[src/rtl/core/mi3_pkg.sv]
// Shared constants for the 3x3 matrix inverse.
package mi3_pkg;

  localparam int NUM_ELEMS = 9;
  // Multiplier operand slice width.
  localparam int MUL_CHUNK = 32;

  // Cofactor k = m[a]*m[b] - m[c]*m[d], elements numbered row by row.
  localparam int COF_IDX [NUM_ELEMS][4] = '{
    '{4, 8, 5, 7},
    '{5, 6, 3, 8},
    '{3, 7, 4, 6},
    '{2, 7, 1, 8},
    '{0, 8, 2, 6},
    '{1, 6, 0, 7},
    '{1, 5, 2, 4},
    '{2, 3, 0, 5},
    '{0, 4, 1, 3}
  };

endpackage

[src/rtl/core/mi3_mul.sv]
// Two-stage signed multiplier built from 33x33 slice products.
module mi3_mul #(
  parameter int AW = 32,
  parameter int BW = 32
) (
  input  logic                      clk_i,
  input  logic                      en_i,
  input  logic signed [AW-1:0]      a_i,
  input  logic signed [BW-1:0]      b_i,
  output logic signed [AW+BW-1:0]   p_o
);
  import mi3_pkg::*;

  localparam int NA  = (AW + MUL_CHUNK - 1) / MUL_CHUNK;
  localparam int NB  = (BW + MUL_CHUNK - 1) / MUL_CHUNK;
  localparam int AXW = NA * MUL_CHUNK;
  localparam int BXW = NB * MUL_CHUNK;
  localparam int SW  = AXW + BXW;
  localparam int PW  = AW + BW;

  logic signed [AXW-1:0]         a_ext;
  logic signed [BXW-1:0]         b_ext;
  logic signed [MUL_CHUNK:0]     a_ch [NA];
  logic signed [MUL_CHUNK:0]     b_ch [NB];
  logic signed [2*MUL_CHUNK+1:0] pp_q [NA][NB];
  logic signed [SW-1:0]          sum;
  logic signed [PW-1:0]          p_q;

  assign a_ext = AXW'(a_i);
  assign b_ext = BXW'(b_i);

  // Top slice carries the sign, lower slices are unsigned.
  always_comb begin
    for (int i = 0; i < NA; i++) begin
      a_ch[i] = {(i == NA - 1) ? a_ext[AXW-1] : 1'b0, a_ext[i*MUL_CHUNK +: MUL_CHUNK]};
    end
    for (int j = 0; j < NB; j++) begin
      b_ch[j] = {(j == NB - 1) ? b_ext[BXW-1] : 1'b0, b_ext[j*MUL_CHUNK +: MUL_CHUNK]};
    end
  end

  always_ff @(posedge clk_i) begin
    if (en_i) begin
      for (int i = 0; i < NA; i++) begin
        for (int j = 0; j < NB; j++) begin
          pp_q[i][j] <= a_ch[i] * b_ch[j];
        end
      end
    end
  end

  always_comb begin
    sum = '0;
    for (int i = 0; i < NA; i++) begin
      for (int j = 0; j < NB; j++) begin
        sum = sum + (SW'(pp_q[i][j]) <<< (MUL_CHUNK * (i + j)));
      end
    end
  end

  always_ff @(posedge clk_i) begin
    if (en_i) begin
      p_q <= sum[PW-1:0];
    end
  end

  assign p_o = p_q;

endmodule

[config.mk]
export PLATFORM = sky130hd
export DESIGN_NAME = mi3_mul
export DESIGN_NICKNAME = d
export VERILOG_FILES = /design/src/rtl/core/mi3_pkg.sv /design/src/rtl/core/mi3_mul.sv
export SDC_FILE = /design/constraint.sdc
export NUM_CORES = 2
export LEC_CHECK = 0
export ABC_CLOCK_PERIOD_IN_PS = 20300
export BUFFER_PORTS_ARGS = -buffer_cell sky130_fd_sc_hd__buf_2
export CAP_MARGIN = 5
export CORE_MARGIN = 8
export CORE_UTILIZATION = 30
export CTS_CLUSTER_SIZE = 24
export DETAILED_ROUTE_END_ITERATION = 6
export PLACE_DENSITY = 0.46
export SYNTH_ARGS = -nofsm -noshare
export SYNTH_HDL_FRONTEND = slang
export SYNTH_SLANG_ARGS = --single-unit
export TNS_END_PERCENT = 5
[constraint.sdc]
create_clock -name clk_i -period 20.3 [get_ports clk_i]
set_input_delay 2.03 -clock clk_i [delete_from_list [all_inputs] [get_ports clk_i]]
set_output_delay 2.03 -clock clk_i [all_outputs]
set_load 0.03 [all_outputs]
==> flow_summary.toml <==
[cts]
clock_path_buffers = 3
htreeDepth = 4
cts_tree = "done"
clkTransAtPathRegs_ns = 0.06
hold_buffers = 0
cts.sinks = 128
ctsResizeCount = 0
cts_setup_buffers = 0
cts_root_buf = "clkbuf_16"
cts_inserted_buffers = 25
clk-insertion-delay-late_ns = 0.48

[die]
num_rows = 133
die_h_um = 380.6
die-area_sq_mm = 0.1449
io-pin-count = 130
core_area_sq_mm = 0.1316
start_util = 0.3030
die_w_um = 380.6

[placed_design]
dp.cells = 5692
place_congestion = 0.8074
hpwl_um = 91290
io_buffers = 129

[drt]
detail_route.wirelength_um = 113500
vias = 26079
wl_per_cell_um = 19.82
routed_via_density = 4.554
drcViolationCount = 0
dr.first_iter.drc_count = 1305
drtPass1Iterations = 5
ant_nets = 0

[yosys]
synthCells = 3992
synth_most_common_cell = "fa_1"
async_flop_share = 0
synth_compound_area_frac = 0.03219
synth_top_cell_area_share = 0.5432
synthMuxAreaShare = 0
netlist_area_sq_mm = 0.03988
yosys_warnings = 0
yosys.area_share.simple = 0.1461
synth_seq_cells = 128
postSynthAreaPerCell_sq_um = 9.990
ys_types = 50
synth_area_leaders = "fa_1, edfxtp_1, inv_1"
synth_top_family_by_area = "adder cells"
synth_edf_count = 128
synthXorXnorAreaFrac = 0.01559
synth_nets = 5324
yosysSeqAreaShare = 0.09638
synth-main-ff-cell = "edfxtp_1"
synthAdderAreaFrac = 0.6009
synth_top_cell_by_area = "fa_1"
synth_common_cells = "fa_1, inv_1, nand2_1"

[sta]
max_freq_ghz = 0.09904
fin_crit_sh = 0.4974
rsz0062_at_grt = "no"
max_slew_margin = 0.3454
min_period_ns = 10.10
fin_skew_ns = 0.01987
tns_ns = 0
setup_violations = 0
worst_slew_pin_slew_ns = 0.9819
slew_viol_final = 0
final-hold-violation-count = 0

[grt]
grt.overflow.total = 0
first_global_vias = 29793
grt_max_degree = 73
grt_use_total = 0.1602
antenna_found_initial = 11
grt_pass1_wl_um = 180600

[finish]
nFillCells = 13686
drive_gt1_frac = 0.04811
finalNonFillerCells = 5727
final_util = 0.3253
fin_nets = 5296
syn_to_final_growth_pct = 7.370

[critical_path]
critPathLaunchType = "input port"
crit_required_ns = 20.52
end_kind = "register"
crit_path_max_fanout = 32
cp.arrival_ns = 10.32
crit_type = "in -> reg"

[run_status]
status = "complete, no violations"

[job]
max_cap_violations = 0

[min_path]
hold_class = "reg -> reg"
[flip-flops by register name, summed over array words and instances (netlist names)]
register and flops:
p_o 64, pp_q 64
[kinds of logic after synthesis]
| group | after synthesis |
|---|---|
| compound gates | 205 |
| buf+inv | 1156 |
| fa+ha+maj | 1266 |
| flops | 128 |
| xor+xnor | 71 |
| simple gates | 1166 |
[per-layer routing]
metal	global-route usage	part of all wire
met1	0.1945	0.40
met3	0.01443	0.026
met4	0.03423	0.026
met5	0	0.00011
met2	0.3062	0.55
[through the flow]
stage	hold slack, ns	worst slack [ns]	instance area [sq um]
global route	0.4014	9.632	42810
finish	0.4015	10.20	42820
CTS	0.4002	10.18	42810
global placement	0.4031	9.792	42130
floorplan	0.4003	10.87	39880
detailed placement	0.4045	9.649	42130
[path summary, 6_finish.rpt]
check,start,endpoint,slack [ns],cells after the start
max,b_i[5],pp_q[0][59]$_DFFE_PP_,10.20,26
min,pp_q[0][24]$_DFFE_PP_,p_o[24]$_DFFE_PP_,0.40,0
max reg2reg,pp_q[0][54]$_DFFE_PP_,p_o[54]$_DFFE_PP_,19.55,0
min reg2reg,pp_q[0][24]$_DFFE_PP_,p_o[24]$_DFFE_PP_,0.40,0
[critical path, stage by stage]
cell	delay [ns]
buf_2	0.51
nand2_1	0.26
inv_1	0.13
fa_1	0.40
inv_1	0.27
fa_1	0.48
inv_1	0.23
fa_1	0.49
fa_1	0.89
inv_1	0.42
fa_1	0.59
inv_1	0.05
fa_1	0.53
inv_1	0.05
fa_1	0.47
inv_1	0.05
fa_1	0.45
ha_1	0.36
a21oi_1	0.28
o21ai_0	0.19
a221o_1	0.29
a21o_1	0.23
o211a_1	0.24
o21a_1	0.17
nor2_1	0.11
xnor2_1	0.08
[cell type report]
| class | count | area [sq um] | area share |
|---|---|---|---|
| multi-input combinational | 2708 | 31700 | 0.7402 |
| sequential | 128 | 3844 | 0.08977 |
| inverter | 947 | 3555 | 0.08302 |
| tap | 1755 | 2196 | 0.05128 |
| timing repair buffer | 154 | 839.6 | 0.01961 |
| clock buffer | 27 | 633.1 | 0.01479 |
| clock inverter | 6 | 51.30 | 0.001198 |
| antenna | 2 | 5.005 | 0.0001169 |
[layout by cell type, fill, tap and decap left out, types with 4 or more instances in the layout]
master	synthesis	final
buf_4	0	25
and3_1	4	4
edfxtp_1	128	128
nand4_1	10	10
nand2_1	521	521
fa_1	1082	1082
a211oi_1	5	5
a21o_1	23	23
nand3_1	13	13
nor4_1	4	4
o21a_1	7	7
nand2b_1	13	13
and2_1	519	519
nor2b_1	4	4
clkbuf_16	0	25
nor2_1	58	58
o21ai_1	7	7
buf_2	1	128
o211ai_1	5	5
o21ai_0	39	39
a31oi_1	5	5
o21bai_1	12	12
ha_1	184	184
a21oi_1	73	73
xor2_1	19	19
nor3_1	10	10
inv_1	947	947
xnor2_1	52	52
Power is left out: the tool's default activity adds up to more than one toggle a clock period on the data nets, which glitch-free logic cannot reach.
